<file path="src/sv/smsb_pkg.sv">
// Package for the SPI master start-bit shifter: register codes, pin group type,
// step phase codes and sizing constants. No dependencies.
package smsb_pkg;

   // default and widths
   localparam int MAX_WORD_BITS_DEF = 32;
   localparam int QUEUE_DEPTH       = 2;
   localparam int CSR_INDEX_W       = 2;
   localparam int CSR_DATA_W        = 32;
   localparam int WORD_W            = 32;
   localparam int CFG_BITS_W        = 6;

   // register indexes
   localparam logic [CSR_INDEX_W-1:0] CSR_WORD_BITS     = 2'd0;
   localparam logic [CSR_INDEX_W-1:0] CSR_DATA_MASK     = 2'd1;
   localparam logic [CSR_INDEX_W-1:0] CSR_KEEP_SELECTED = 2'd2;

   // register reset values
   localparam logic [CFG_BITS_W-1:0] WORD_BITS_RESET = 6'd8;
   localparam logic [WORD_W-1:0]     DATA_MASK_RESET = 32'hFFFF_FFFF;

   // item operation codes
   localparam logic OP_START = 1'b0;
   localparam logic OP_TICK  = 1'b1;

   // step phase codes
   localparam logic [2:0] PH_IDLE     = 3'd0;
   localparam logic [2:0] PH_SELECT   = 3'd1;
   localparam logic [2:0] PH_SB_DATA  = 3'd2;
   localparam logic [2:0] PH_SB_CLKH  = 3'd3;
   localparam logic [2:0] PH_SB_CLKL  = 3'd4;
   localparam logic [2:0] PH_BIT_DATA = 3'd5;
   localparam logic [2:0] PH_BIT_CLKH = 3'd6;
   localparam logic [2:0] PH_BIT_CLKL = 3'd7;

   // serial pin levels
   typedef struct packed {
      logic cs;
      logic clk;
      logic dout;
   } pins_type;

   // queue status between queue and its neighbors
   typedef struct packed {
      logic full;
      logic valid;
   } queue_status_type;

endpackage

</file>
<file path="src/sv/smsb_front.sv">
// Front part: configuration registers, item acceptance, word masking and word
// size clamping. Depends on smsb_pkg.
module smsb_front #(
   parameter int MAX_WORD_BITS = 32,
   parameter int ENTRY_W       = 1
) (
   input  logic                             clock,
   input  logic                             reset,
   input  logic                             req_valid,
   output logic                             req_stall,
   input  logic                             req_operation,
   input  logic [smsb_pkg::WORD_W-1:0]      req_tx_word,
   input  logic                             req_din_level,
   input  logic                             csr_valid,
   output logic                             csr_ready,
   input  logic [smsb_pkg::CSR_INDEX_W-1:0] csr_index,
   input  logic [smsb_pkg::CSR_DATA_W-1:0]  csr_data,
   input  smsb_pkg::queue_status_type       q_status,
   output logic                             q_push,
   output logic [ENTRY_W-1:0]               q_entry,
   output logic                             keep_selected
);
   import smsb_pkg::*;

   localparam int BL_W = $clog2(MAX_WORD_BITS + 1);

   logic [CFG_BITS_W-1:0] word_bits_ff;
   logic [WORD_W-1:0]     data_mask_ff;
   logic                  keep_sel_ff;
   logic [BL_W-1:0]       bits_clamped;
   logic [WORD_W-1:0]     masked_word;

   // take register writes at any time
   assign csr_ready = 1'b1;

   always_ff @(posedge clock) begin
      if (reset) begin
         word_bits_ff <= WORD_BITS_RESET;
         data_mask_ff <= DATA_MASK_RESET;
         keep_sel_ff  <= 1'b0;
      end else if (csr_valid && csr_ready) begin
         case (csr_index)
            CSR_WORD_BITS:     word_bits_ff <= csr_data[CFG_BITS_W-1:0];
            CSR_DATA_MASK:     data_mask_ff <= csr_data[WORD_W-1:0];
            CSR_KEEP_SELECTED: keep_sel_ff  <= csr_data[0];
            default: ;
         endcase
      end
   end

   assign keep_selected = keep_sel_ff;

   // clamp the word size into one to the maximum
   always_comb begin
      if (word_bits_ff == '0) begin
         bits_clamped = BL_W'(1);
      end else if (int'(word_bits_ff) > MAX_WORD_BITS) begin
         bits_clamped = BL_W'(MAX_WORD_BITS);
      end else begin
         bits_clamped = BL_W'(word_bits_ff);
      end
   end

   assign masked_word = req_tx_word & data_mask_ff;

   // push accepted items into the queue
   assign req_stall = q_status.full;
   assign q_push    = req_valid && !req_stall;
   assign q_entry   = {req_operation, req_din_level, bits_clamped,
                       MAX_WORD_BITS'(masked_word)};

endmodule

</file>
<file path="src/sv/smsb_queue.sv">
// Short queue between front and back parts, register bank with pointers.
// Depends on smsb_pkg.
module smsb_queue #(
   parameter int ENTRY_W = 1
) (
   input  logic                       clock,
   input  logic                       reset,
   input  logic                       push,
   input  logic [ENTRY_W-1:0]         push_entry,
   input  logic                       pop,
   output logic [ENTRY_W-1:0]         head_entry,
   output smsb_pkg::queue_status_type status
);
   import smsb_pkg::*;

   localparam int PTR_W = (QUEUE_DEPTH > 1) ? $clog2(QUEUE_DEPTH) : 1;
   localparam int CNT_W = $clog2(QUEUE_DEPTH + 1);

   logic [ENTRY_W-1:0] entry_ff [QUEUE_DEPTH];
   logic [PTR_W-1:0]   wr_ptr_ff, wr_ptr_in;
   logic [PTR_W-1:0]   rd_ptr_ff, rd_ptr_in;
   logic [CNT_W-1:0]   count_ff, count_in;

   // store pushed entries
   always_ff @(posedge clock) begin
      if (push) begin
         entry_ff[wr_ptr_ff] <= push_entry;
      end
   end

   // advance pointers and count
   always_comb begin
      wr_ptr_in = wr_ptr_ff;
      rd_ptr_in = rd_ptr_ff;
      count_in  = count_ff;
      if (push) begin
         wr_ptr_in = (wr_ptr_ff == PTR_W'(QUEUE_DEPTH - 1)) ? '0 : wr_ptr_ff + 1'b1;
      end
      if (pop) begin
         rd_ptr_in = (rd_ptr_ff == PTR_W'(QUEUE_DEPTH - 1)) ? '0 : rd_ptr_ff + 1'b1;
      end
      if (push && !pop) begin
         count_in = count_ff + 1'b1;
      end else if (pop && !push) begin
         count_in = count_ff - 1'b1;
      end
   end

   always_ff @(posedge clock) begin
      if (reset) begin
         wr_ptr_ff <= '0;
         rd_ptr_ff <= '0;
         count_ff  <= '0;
      end else begin
         wr_ptr_ff <= wr_ptr_in;
         rd_ptr_ff <= rd_ptr_in;
         count_ff  <= count_in;
      end
   end

   assign head_entry   = entry_ff[rd_ptr_ff];
   assign status.full  = (count_ff == CNT_W'(QUEUE_DEPTH));
   assign status.valid = (count_ff != '0);

endmodule

</file>
<file path="src/sv/smsb_back.sv">
// Back part: pin step sequencer, shift registers and the result register.
// Depends on smsb_pkg.
module smsb_back #(
   parameter int MAX_WORD_BITS = 32,
   parameter int ENTRY_W       = 1
) (
   input  logic                        clock,
   input  logic                        reset,
   input  smsb_pkg::queue_status_type  q_status,
   input  logic [ENTRY_W-1:0]          q_entry,
   output logic                        q_pop,
   input  logic                        keep_selected,
   output logic                        rsp_valid,
   input  logic                        rsp_stall,
   output logic                        rsp_cs_level,
   output logic                        rsp_clk_level,
   output logic                        rsp_dout_level,
   output logic [smsb_pkg::WORD_W-1:0] rsp_rx_word,
   output logic                        rsp_word_done,
   output logic                        rsp_busy_res
);
   import smsb_pkg::*;

   localparam int BL_W  = $clog2(MAX_WORD_BITS + 1);
   localparam int IDX_W = (MAX_WORD_BITS > 1) ? $clog2(MAX_WORD_BITS) : 1;

   // unpacked queue entry
   logic                     e_op;
   logic                     e_din;
   logic [BL_W-1:0]          e_bits;
   logic [MAX_WORD_BITS-1:0] e_word;

   // sequencer state
   logic                     bus_sel_ff, bus_sel_in;
   logic [2:0]               phase_ff, phase_in;
   logic [BL_W-1:0]          bits_left_ff, bits_left_in;
   logic [MAX_WORD_BITS-1:0] send_ff, send_in;
   logic [MAX_WORD_BITS-1:0] recv_ff, recv_in;
   pins_type                 pins_ff, pins_in;
   logic                     done;
   logic [BL_W-1:0]          bits_dec;
   logic [IDX_W-1:0]         bit_idx;
   logic [63:0]              recv_wide;

   // result register
   logic                     out_valid_ff, out_valid_in;
   pins_type                 out_pins_ff;
   logic [WORD_W-1:0]        out_rx_ff;
   logic                     out_done_ff;
   logic                     out_busy_ff;

   assign {e_op, e_din, e_bits, e_word} = q_entry;

   // take the head item when the result register is free or being drained
   assign q_pop = q_status.valid && (!out_valid_ff || !rsp_stall);

   assign bits_dec = (bits_left_ff != '0) ? bits_left_ff - 1'b1 : bits_left_ff;
   assign bit_idx  = IDX_W'(bits_left_ff - 1'b1);

   // step the pin sequence
   always_comb begin
      bus_sel_in   = bus_sel_ff;
      phase_in     = phase_ff;
      bits_left_in = bits_left_ff;
      send_in      = send_ff;
      recv_in      = recv_ff;
      pins_in      = pins_ff;
      done         = 1'b0;
      if (e_op == OP_START) begin
         send_in      = e_word;
         recv_in      = '0;
         bits_left_in = e_bits;
         phase_in     = bus_sel_ff ? PH_BIT_DATA : PH_SELECT;
      end else begin
         case (phase_ff)
            PH_SELECT: begin
               pins_in    = '{cs: 1'b1, clk: 1'b0, dout: 1'b0};
               bus_sel_in = 1'b1;
               phase_in   = PH_SB_DATA;
            end
            PH_SB_DATA: begin
               pins_in.dout = 1'b1;
               phase_in     = PH_SB_CLKH;
            end
            PH_SB_CLKH: begin
               pins_in.clk = 1'b1;
               phase_in    = PH_SB_CLKL;
            end
            PH_SB_CLKL: begin
               pins_in.clk = 1'b0;
               phase_in    = PH_BIT_DATA;
            end
            PH_BIT_DATA: begin
               if (bits_left_ff == '0) begin
                  // release the bus
                  pins_in    = '0;
                  bus_sel_in = 1'b0;
                  phase_in   = PH_IDLE;
                  done       = 1'b1;
               end else begin
                  pins_in.dout = send_ff[bit_idx];
                  phase_in     = PH_BIT_CLKH;
               end
            end
            PH_BIT_CLKH: begin
               pins_in.clk = 1'b1;
               recv_in     = {recv_ff[MAX_WORD_BITS-2:0], e_din};
               phase_in    = PH_BIT_CLKL;
            end
            PH_BIT_CLKL: begin
               pins_in.clk  = 1'b0;
               bits_left_in = bits_dec;
               if (bits_dec != '0) begin
                  phase_in = PH_BIT_DATA;
               end else if (keep_selected) begin
                  phase_in = PH_IDLE;
                  done     = 1'b1;
               end else begin
                  phase_in = PH_BIT_DATA;
               end
            end
            default: ;
         endcase
      end
   end

   always_ff @(posedge clock) begin
      if (reset) begin
         bus_sel_ff   <= 1'b0;
         phase_ff     <= PH_IDLE;
         bits_left_ff <= '0;
         send_ff      <= '0;
         recv_ff      <= '0;
         pins_ff      <= '0;
      end else if (q_pop) begin
         bus_sel_ff   <= bus_sel_in;
         phase_ff     <= phase_in;
         bits_left_ff <= bits_left_in;
         send_ff      <= send_in;
         recv_ff      <= recv_in;
         pins_ff      <= pins_in;
      end
   end

   // hold the result until taken
   always_comb begin
      if (q_pop) begin
         out_valid_in = 1'b1;
      end else if (!rsp_stall) begin
         out_valid_in = 1'b0;
      end else begin
         out_valid_in = out_valid_ff;
      end
   end

   always_ff @(posedge clock) begin
      if (reset) begin
         out_valid_ff <= 1'b0;
      end else begin
         out_valid_ff <= out_valid_in;
      end
   end

   assign recv_wide = 64'(recv_in);

   always_ff @(posedge clock) begin
      if (q_pop) begin
         out_pins_ff <= pins_in;
         out_rx_ff   <= recv_wide[WORD_W-1:0];
         out_done_ff <= done;
         out_busy_ff <= (phase_in != PH_IDLE);
      end
   end

   assign rsp_valid      = out_valid_ff;
   assign rsp_cs_level   = out_pins_ff.cs;
   assign rsp_clk_level  = out_pins_ff.clk;
   assign rsp_dout_level = out_pins_ff.dout;
   assign rsp_rx_word    = out_rx_ff;
   assign rsp_word_done  = out_done_ff;
   assign rsp_busy_res   = out_busy_ff;

endmodule

</file>
<file path="src/sv/spi_master_start_bit_shifter_unit.sv">
// Top level of the SPI master start-bit shifter: front, queue and back parts.
// Depends on smsb_pkg, smsb_front, smsb_queue and smsb_back.
//
//   channel  direction  handshake         payload
//   req      in         valid / stall     operation, tx_word, din_level
//   rsp      out        valid / stall     cs, clk, dout levels, rx_word, word_done, busy_res
//   csr      in         valid / ready     index (2 bits), data (32 bits)
//
// One item per clock sustained while req_stall and rsp_stall stay low; each item gives one
// result, registered first in a queue slot and then in the result register in the back part.
// The back part steps one pin phase per item; the two-entry queue keeps
// acceptance going while a result waits under rsp_stall.
// Synchronous active-high reset empties the queue and returns the bus to idle,
// pins low, registers to word size 8, mask all ones, release after the word.
module spi_master_start_bit_shifter_unit #(
   parameter int MAX_WORD_BITS = smsb_pkg::MAX_WORD_BITS_DEF
) (
   input  logic                             clock,
   input  logic                             reset,
   input  logic                             req_valid,
   output logic                             req_stall,
   input  logic                             req_operation,
   input  logic [smsb_pkg::WORD_W-1:0]      req_tx_word,
   input  logic                             req_din_level,
   output logic                             rsp_valid,
   input  logic                             rsp_stall,
   output logic                             rsp_cs_level,
   output logic                             rsp_clk_level,
   output logic                             rsp_dout_level,
   output logic [smsb_pkg::WORD_W-1:0]      rsp_rx_word,
   output logic                             rsp_word_done,
   output logic                             rsp_busy_res,
   input  logic                             csr_valid,
   output logic                             csr_ready,
   input  logic [smsb_pkg::CSR_INDEX_W-1:0] csr_index,
   input  logic [smsb_pkg::CSR_DATA_W-1:0]  csr_data
);
   import smsb_pkg::*;

   localparam int BL_W    = $clog2(MAX_WORD_BITS + 1);
   localparam int ENTRY_W = 2 + BL_W + MAX_WORD_BITS;

   queue_status_type   q_status;
   logic               q_push;
   logic               q_pop;
   logic [ENTRY_W-1:0] q_push_entry;
   logic [ENTRY_W-1:0] q_head_entry;
   logic               keep_selected;

   smsb_front #(
      .MAX_WORD_BITS(MAX_WORD_BITS),
      .ENTRY_W(ENTRY_W)
   ) u_front (
      .clock(clock),
      .reset(reset),
      .req_valid(req_valid),
      .req_stall(req_stall),
      .req_operation(req_operation),
      .req_tx_word(req_tx_word),
      .req_din_level(req_din_level),
      .csr_valid(csr_valid),
      .csr_ready(csr_ready),
      .csr_index(csr_index),
      .csr_data(csr_data),
      .q_status(q_status),
      .q_push(q_push),
      .q_entry(q_push_entry),
      .keep_selected(keep_selected)
   );

   smsb_queue #(
      .ENTRY_W(ENTRY_W)
   ) u_queue (
      .clock(clock),
      .reset(reset),
      .push(q_push),
      .push_entry(q_push_entry),
      .pop(q_pop),
      .head_entry(q_head_entry),
      .status(q_status)
   );

   smsb_back #(
      .MAX_WORD_BITS(MAX_WORD_BITS),
      .ENTRY_W(ENTRY_W)
   ) u_back (
      .clock(clock),
      .reset(reset),
      .q_status(q_status),
      .q_entry(q_head_entry),
      .q_pop(q_pop),
      .keep_selected(keep_selected),
      .rsp_valid(rsp_valid),
      .rsp_stall(rsp_stall),
      .rsp_cs_level(rsp_cs_level),
      .rsp_clk_level(rsp_clk_level),
      .rsp_dout_level(rsp_dout_level),
      .rsp_rx_word(rsp_rx_word),
      .rsp_word_done(rsp_word_done),
      .rsp_busy_res(rsp_busy_res)
   );

endmodule
</file>
<file path="config.mk">
export PLATFORM = sky130hd
export DESIGN_NAME = spi_master_start_bit_shifter_unit
export DESIGN_NICKNAME = d
export VERILOG_FILES = /design/src/sv/smsb_pkg.sv /design/src/sv/smsb_front.sv /design/src/sv/smsb_queue.sv /design/src/sv/smsb_back.sv /design/src/sv/spi_master_start_bit_shifter_unit.sv
export SDC_FILE = /design/constraint.sdc
export NUM_CORES = 1
export LEC_CHECK = 0
export ABC_AREA = 0
export BUFFER_PORTS_ARGS = -buffer_cell sky130_fd_sc_hd__buf_2
export CORE_MARGIN = 2
export CORE_UTILIZATION = 63
export CTS_CLUSTER_DIAMETER = 120
export DETAILED_ROUTE_END_ITERATION = 6
export PLACE_DENSITY = 0.83
export SYNTH_ARGS = -nofsm -noshare
export SYNTH_HDL_FRONTEND = slang
export SYNTH_SLANG_ARGS = --single-unit
export TNS_END_PERCENT = 50
</file>
<file path="constraint.sdc">
create_clock -name clock -period 5.4 [get_ports clock]
set_clock_uncertainty 0.1 [all_clocks]
set_input_delay 1.08 -clock clock [delete_from_list [all_inputs] [get_ports clock]]
set_output_delay 1.08 -clock clock [all_outputs]
set_load 0.01 [all_outputs]
</file>
==> results of run 1 <==
-- cell type report --
cell class | instances | area (um^2)
fill | 1071 | 4050
clock inverter | 13 | 88.8
sequential | 239 | 5960
timing repair buffer | 120 | 626
inverter | 9 | 33.8
clock buffer | 31 | 648
tap | 188 | 235
multi-input combinational | 615 | 3560
-- routing by layer --
metal / up-vias / GRT usage
li1: 3420 / -
met1: 3235 / 0.310
met2: 252 / 0.400
met3: 48 / 0.0341
met4: 0 / 0.0691
met5: - / 0
-- cell usage in the layout, fill, tap and decap left out, drive strengths merged, types with 10 or more instances in the layout --
| master | count |
|---|---|
| nand2 | 211 |
| edfxtp | 117 |
| nand3b | 33 |
| dfxtp | 122 |
| nor2 | 68 |
| a21oi | 79 |
| buf | 120 |
| mux2i | 46 |
| and2 | 33 |
| a211oi | 35 |
| o21ai | 19 |
| clkinv | 10 |
| clkbuf | 31 |
-- Yosys cell counts, drive strengths merged, types with 5 or more instances --
master	count
a211oi	35
a21oi	79
and2	33
buf	21
clkbuf	43
dfxtp	122
edfxtp	117
inv	9
mux2i	46
mux4	8
nand2	211
nand2b	5
nand3	6
nand3b	33
nor2	68
nor2b	7
nor3	7
o21ai	19
o22ai	5
-- sequential cells by signal, summed over array words and instances (netlist names), 3 cells and up, named ones only --
signal                cells
u_back.phase_ff           3
u_back.bits_left_ff       6
u_queue.entry_ff         80
u_back.pins_ff            3
u_back.recv_ff           32
u_front.word_bits_ff      6
u_back.send_ff           32
u_back.rsp_rx_word       32
u_front.data_mask_ff     32
-- worst min-delay path by stage --
stage / from / cells after the start / endpoint
after global routing: u_front.data_mask_ff[17] / 2 / u_front.data_mask_ff[17]
after global placement: u_front.data_mask_ff[6] / 2 / u_front.data_mask_ff[6]
final: u_front.data_mask_ff[29] / 2 / u_front.data_mask_ff[29]
after floorplan: u_front.data_mask_ff[10] / 2 / u_front.data_mask_ff[10]
after detailed placement: u_front.data_mask_ff[29] / 2 / u_front.data_mask_ff[29]
after CTS: u_front.data_mask_ff[27] / 2 / u_front.data_mask_ff[27]
-- stage by stage --
step                      instances  setup slack, ns
after floorplan                 927             2.01
after global placement         1171             2.23
after detailed placement       1171             2.19
after CTS                      1215             2.29
after global routing           1215             2.04
final                          1215             2.28
-- worst max-delay path, cell delays in order (launching register included) --
cell and delay, ns:
dfxtp_1 0.83, inv_1 0.10, ha_1 0.55, mux4_2 0.40, o221ai_1 0.20, o311ai_0 0.20
o311ai_1 0.16, o31a_1 0.24, a21oi_1 0.08
-- power by group through the flow --
stage / registers, mW / clock network, mW / logic (mW)
6_report: 2.53 / 1.55 / 1.48
5_1_grt: 2.57 / 1.64 / 1.65
2_1_floorplan: 2.51 / 0 / 1.11
4_1_cts: 2.53 / 1.57 / 1.48
3_5_place_dp: 2.56 / 0 / 1.46
3_3_place_gp: 2.55 / 0 / 1.43
-- cell families (layout without fill, tap and decap cells) --
| group | count (synthesis) | count (layout) | synth area share |
|---|---|---|---|
| and+or+nand+nor | 388 | 388 | 0.183 |
| buffers and inverters | 73 | 173 | 0.0317 |
| other | 1 | 1 | 0.000383 |
| DFF | 239 | 239 | 0.608 |
| muxes | 56 | 56 | 0.0681 |
| AOI/OAI and AO/OA | 161 | 161 | 0.100 |
| adders and majority gates | 2 | 2 | 0.00256 |
| xor gates and xnor gates | 7 | 7 | 0.00626 |
==> reports/metrics.yaml, run 1 <==
status: "completed"
min_path_type: "register to register"
reg2regPathDepth: 8
p_sw_mw: 1.81
synth_area_leaders: "edfxtp_1 36%, dfxtp_1 25%, nand2_1 8.1%"
path_max_fanout: 16
syn_nets: 1002
synth_area_leader_cell: "edfxtp_1"
cts_tree: "built"
vdd_drop_max_uv: 299
wl_per_cell_um: 15.5
cts_inserted_buffers: 24
post_cts_buffers: 0
wl_met1_mm: 7.96
syn_avg_cell_area_um2: 10.6
final_hold_viol_count: 0
rsz0062_at_grt: "no"
cts_num_sinks: 239
fin_nets: 1084
insertion_delay_ns: 0.50
route.met2.wl_mm: 9.21
p_total_mw: 5.55
stdcell_area_mm2: 0.0112
timing.rr.start: "u_back.bits_left_ff[0]"
fin_util: 0.734
grt_use_total: 0.233
grt_max_degree: 100
p_int_mw: 3.75
dr.max_layer_used: "met4"
via_per_inst: 5.72
setup_viol: 0
seqPwrFrac: 0.456
core_mm2: 0.0152
grt_pass1_vias: 6618
crit_arrival_ns: 3.27
cts_resized: 0
synth_top_flop_cell: "dfxtp_1"
num_io_pins: 113
cp-start-kind: "register"
postRouteAntennaNets: 0
route.met3.wl_mm: 1.08
wirelength_mm: 18.8
pwr-share-clk: 0.278
drc: 0
drt-initial-drc-count: 489
leakage_nw: 4.03
start_util: 0.644
cp-endpoint: "u_back.rsp_dout_level"
comb_power_share: 0.266
port_buffers: 111
p_sw_frac: 0.326
async_reset_ff_frac: 0
max_freq_mhz: 321
powerDensity_mw_per_mm2: 498
cp.required_ns: 5.56
syn_area_mm2: 0.00979
htree_levels: 1
maxSlewViolCount: 0
antenna_found_initial: 0
die_x_um: 129
cts_hold_buf: 0
synth_edf_count: 117
synth.distinct_cells: 59
cts_root_buf: "clkbuf_16"
dr_total_vias: 6955
fin_hold_ws_ns: 0.355
rows: 45
synth_top_area_share: 0.359
r2r-end: "u_back.rsp_dout_level"
grt_pass1_wl_mm: 31.5
maxCapViolations: 0
critPathLaunch: "u_back.bits_left_ff[0]"
ys_ff_latch: 239
tightest_slew_ns: 1.22
period_share: 0.577
syn_inst: 927
cts.clk_slew.worst_paths_ns: 0.06
period_minus_slack_ns: 3.12
seq_area_frac_synth: 0.608
die_area_mm2: 0.0166
grt_overflow: 0
placed_cell_area_mm2: 0.0104
drive_gt1_frac: 0.175
hpwl_mm: 11.7
slew_headroom: 0.187
area_growth_pct: 13.9
finalSetupTns_ns: 0
path_class: "register to register"
antenna_cells: 0
reg2reg_slack_ns: 2.28
die_y_um: 129
clk_path_buf_depth: 3
ys_warn_count: 0
dr.pass1.iters: 5
routabilityCongestion: 0.839
end_kind: "register"
No activity file was read; power rests on OpenSTA's default activity.
==> inputs of run 2 (changes only) <==
Settings changed: CORE_UTILIZATION 63 to 58, PLACE_DENSITY 0.83 to 0.77.
Clock period 5.4 ns to 3.05 ns, I/O delays scaled along.
==> run 2 against run 1 <==
Effect of this change: sequential power up 72%; sequential cell count unchanged; wire length is 0.45% lower; core utilization is 4.2 points lower; clock power is 110% higher; global-route usage down 2.2 points; clock-buffer cell count fell by 2; die area up 8.3%; first-iteration DRC count down 17%; register-to-register slack got worse by 1.9 ns; critical path type unchanged; critical endpoint unchanged.
==> reports/metrics.yaml, run 2 (synthesized netlist as in run 1, its figures left out) <==
status: "completed"  # unchanged
postRouteAntennaNets: 0  # unchanged
port_buffers: 111  # unchanged
path_max_fanout: 10  # was 16
stdcell_area_mm2: 0.0114  # was 0.0112 mm^2
grt_max_degree: 66  # was 100
grt_use_total: 0.211  # was 0.233
max_freq_mhz: 373  # was 321 MHz
num_io_pins: 113  # unchanged
fin_nets: 1094  # was 1084
wl_met1_mm: 7.92  # was 7.96 mm
routabilityCongestion: 0.897  # was 0.839
wl_per_cell_um: 14.9  # was 15.5 um
slew_headroom: 0.577  # was 0.187
period_minus_slack_ns: 2.68  # was 3.12 ns
layout_commonest_cell: "nand2_1"  # unchanged
nFillCells: 1229  # was 1071
cts_tree: "built"  # unchanged
hpwl_mm: 12.0  # was 11.7 mm
cts_inserted_buffers: 24  # unchanged
grt_pass1_wl_mm: 31.1  # was 31.5 mm
rsz0062_at_grt: "no"  # unchanged
period_share: 0.879  # was 0.577
cts_root_buf: "clkbuf_16"  # unchanged
placed_cell_area_mm2: 0.0105  # was 0.0104 mm^2
crit_arrival_ns: 2.83  # was 3.27 ns
area_growth_pct: 16.7  # was 13.9%
cts_resized: 0  # unchanged
powerDensity_mw_per_mm2: 907  # was 498 mW/mm^2
top_register: "u_queue.entry_ff"  # unchanged
drt-initial-drc-count: 406  # was 489
largest_reg_flops: 80  # unchanged
grt_overflow: 0  # unchanged
antenna_found_initial: 0  # unchanged
finalSetupTns_ns: 0  # unchanged
vdd_drop_max_uv: 454  # was 299 uV
via_per_inst: 5.52  # was 5.72
cp.required_ns: 3.20  # was 5.56 ns
leakage_nw: 4.16  # was 4.03 nW
p_total_mw: 10.4  # was 5.55 mW
htree_levels: 1  # unchanged
maxSlewViolCount: 0  # unchanged
setup_viol: 0  # unchanged
final_cell_mix: "211 x nand2_1, 121 x dfxtp_1, 117 x edfxtp_1"  # unchanged
fin_cells: 1258  # was 1215
dr.pass1.iters: 5  # unchanged
maxCapViolations: 0  # unchanged
cts_hold_buf: 0  # unchanged
cts_num_sinks: 239  # unchanged
start_util: 0.593  # was 0.644
min_path_type: "input pin to register"  # was register to register
die_area_mm2: 0.0179  # was 0.0166 mm^2
drive_gt1_frac: 0.189  # was 0.175
fin_hold_ws_ns: 0.195  # was 0.355 ns
path_class: "register to register"  # unchanged
clk_path_buf_depth: 3  # unchanged
rows: 47  # was 45
drc: 0  # unchanged
die_y_um: 134  # was 129 um
grt_pass1_vias: 6525  # was 6618
insertion_delay_ns: 0.51  # was 0.50 ns
numPlacedInstances: 1213  # was 1171
cts.clk_slew.worst_paths_ns: 0.06  # about the same
cp-start-kind: "register"  # unchanged
tightest_slew_ns: 0.632  # was 1.22 ns
end_kind: "register"  # unchanged
dr.max_layer_used: "met4"  # unchanged
core_mm2: 0.0165  # was 0.0152 mm^2
post_cts_buffers: 0  # unchanged
route.met2.wl_mm: 9.27  # was 9.21 mm
route.met3.wl_mm: 1.15  # was 1.08 mm
wirelength_mm: 18.7  # was 18.8 mm
die_x_um: 134  # was 129 um
final_hold_viol_count: 0  # unchanged
dr_total_vias: 6948  # was 6955
-- run 2: cell types whose count changed in the layout (fill, tap and decap cells not counted), sizes merged --
cell      change
clkinv        -3
bufinv        +5
diode         +1
clkbuf        -2
clkinvlp      -2
buf          +10
inv           +2
-- run 2: critical path, stage by stage, from the launching register on --
cell      delay [ns]
dfxtp_1         0.42
inv_1           0.10
ha_1            0.52
mux4_2          0.41
o22ai_1         0.19
nor2_1          0.06
o311ai_1        0.30
o31a_1          0.23
a21oi_1         0.08
-- run 2: path summary, 6_finish.rpt --
check	from	endpoint	slack, ns	depth (start not counted)
max	u_back.bits_left_ff[1]	u_back.rsp_dout_level	0.37	8
min reg2reg	u_front.data_mask_ff[31]	u_front.data_mask_ff[31]	0.36	2
max reg2reg	u_back.bits_left_ff[1]	u_back.rsp_dout_level	0.37	8
min	req_operation	u_queue.entry_ff[1][39]	0.20	1
-- run 2: stage by stage --
step	utilization	setup slack (ns)
final	0.692	0.369
after global routing	0.692	0.184
after CTS	0.692	0.404
after detailed placement	0.638	0.484
after global placement	0.638	0.571
after floorplan	-	0.131
-- run 2: layout make-up --
cell class                      instances  area, um^2  share of cell area
Clock inverter                         15         234              0.0205
Sequential cell                       239        5960               0.521
Antenna cell                            1        2.50            0.000219
Multi-Input combinational cell        615        3560               0.312
Timing Repair Buffer                  130         713              0.0624
Clock buffer                           29         651              0.0569
Tap cell                              220         275              0.0241
Inverter                                9        33.8             0.00296
-- run 2: layer usage --
metal	vias to the layer above	GRT usage
met5	-	0
met4	0	0.0573
met3	32	0.0344
met2	217	0.368
met1	3256	0.273
li1	3443	-
-- run 2: report_power, final --
part	internal [mW]	leakage [nW]	total, mW	switching, mW
Clock	2.03	0.436	3.23	1.19
Sequential	4.08	2.11	4.36	0.285
Combinational	1.03	1.62	2.78	1.76
Total	7.14	4.16	10.4	3.23
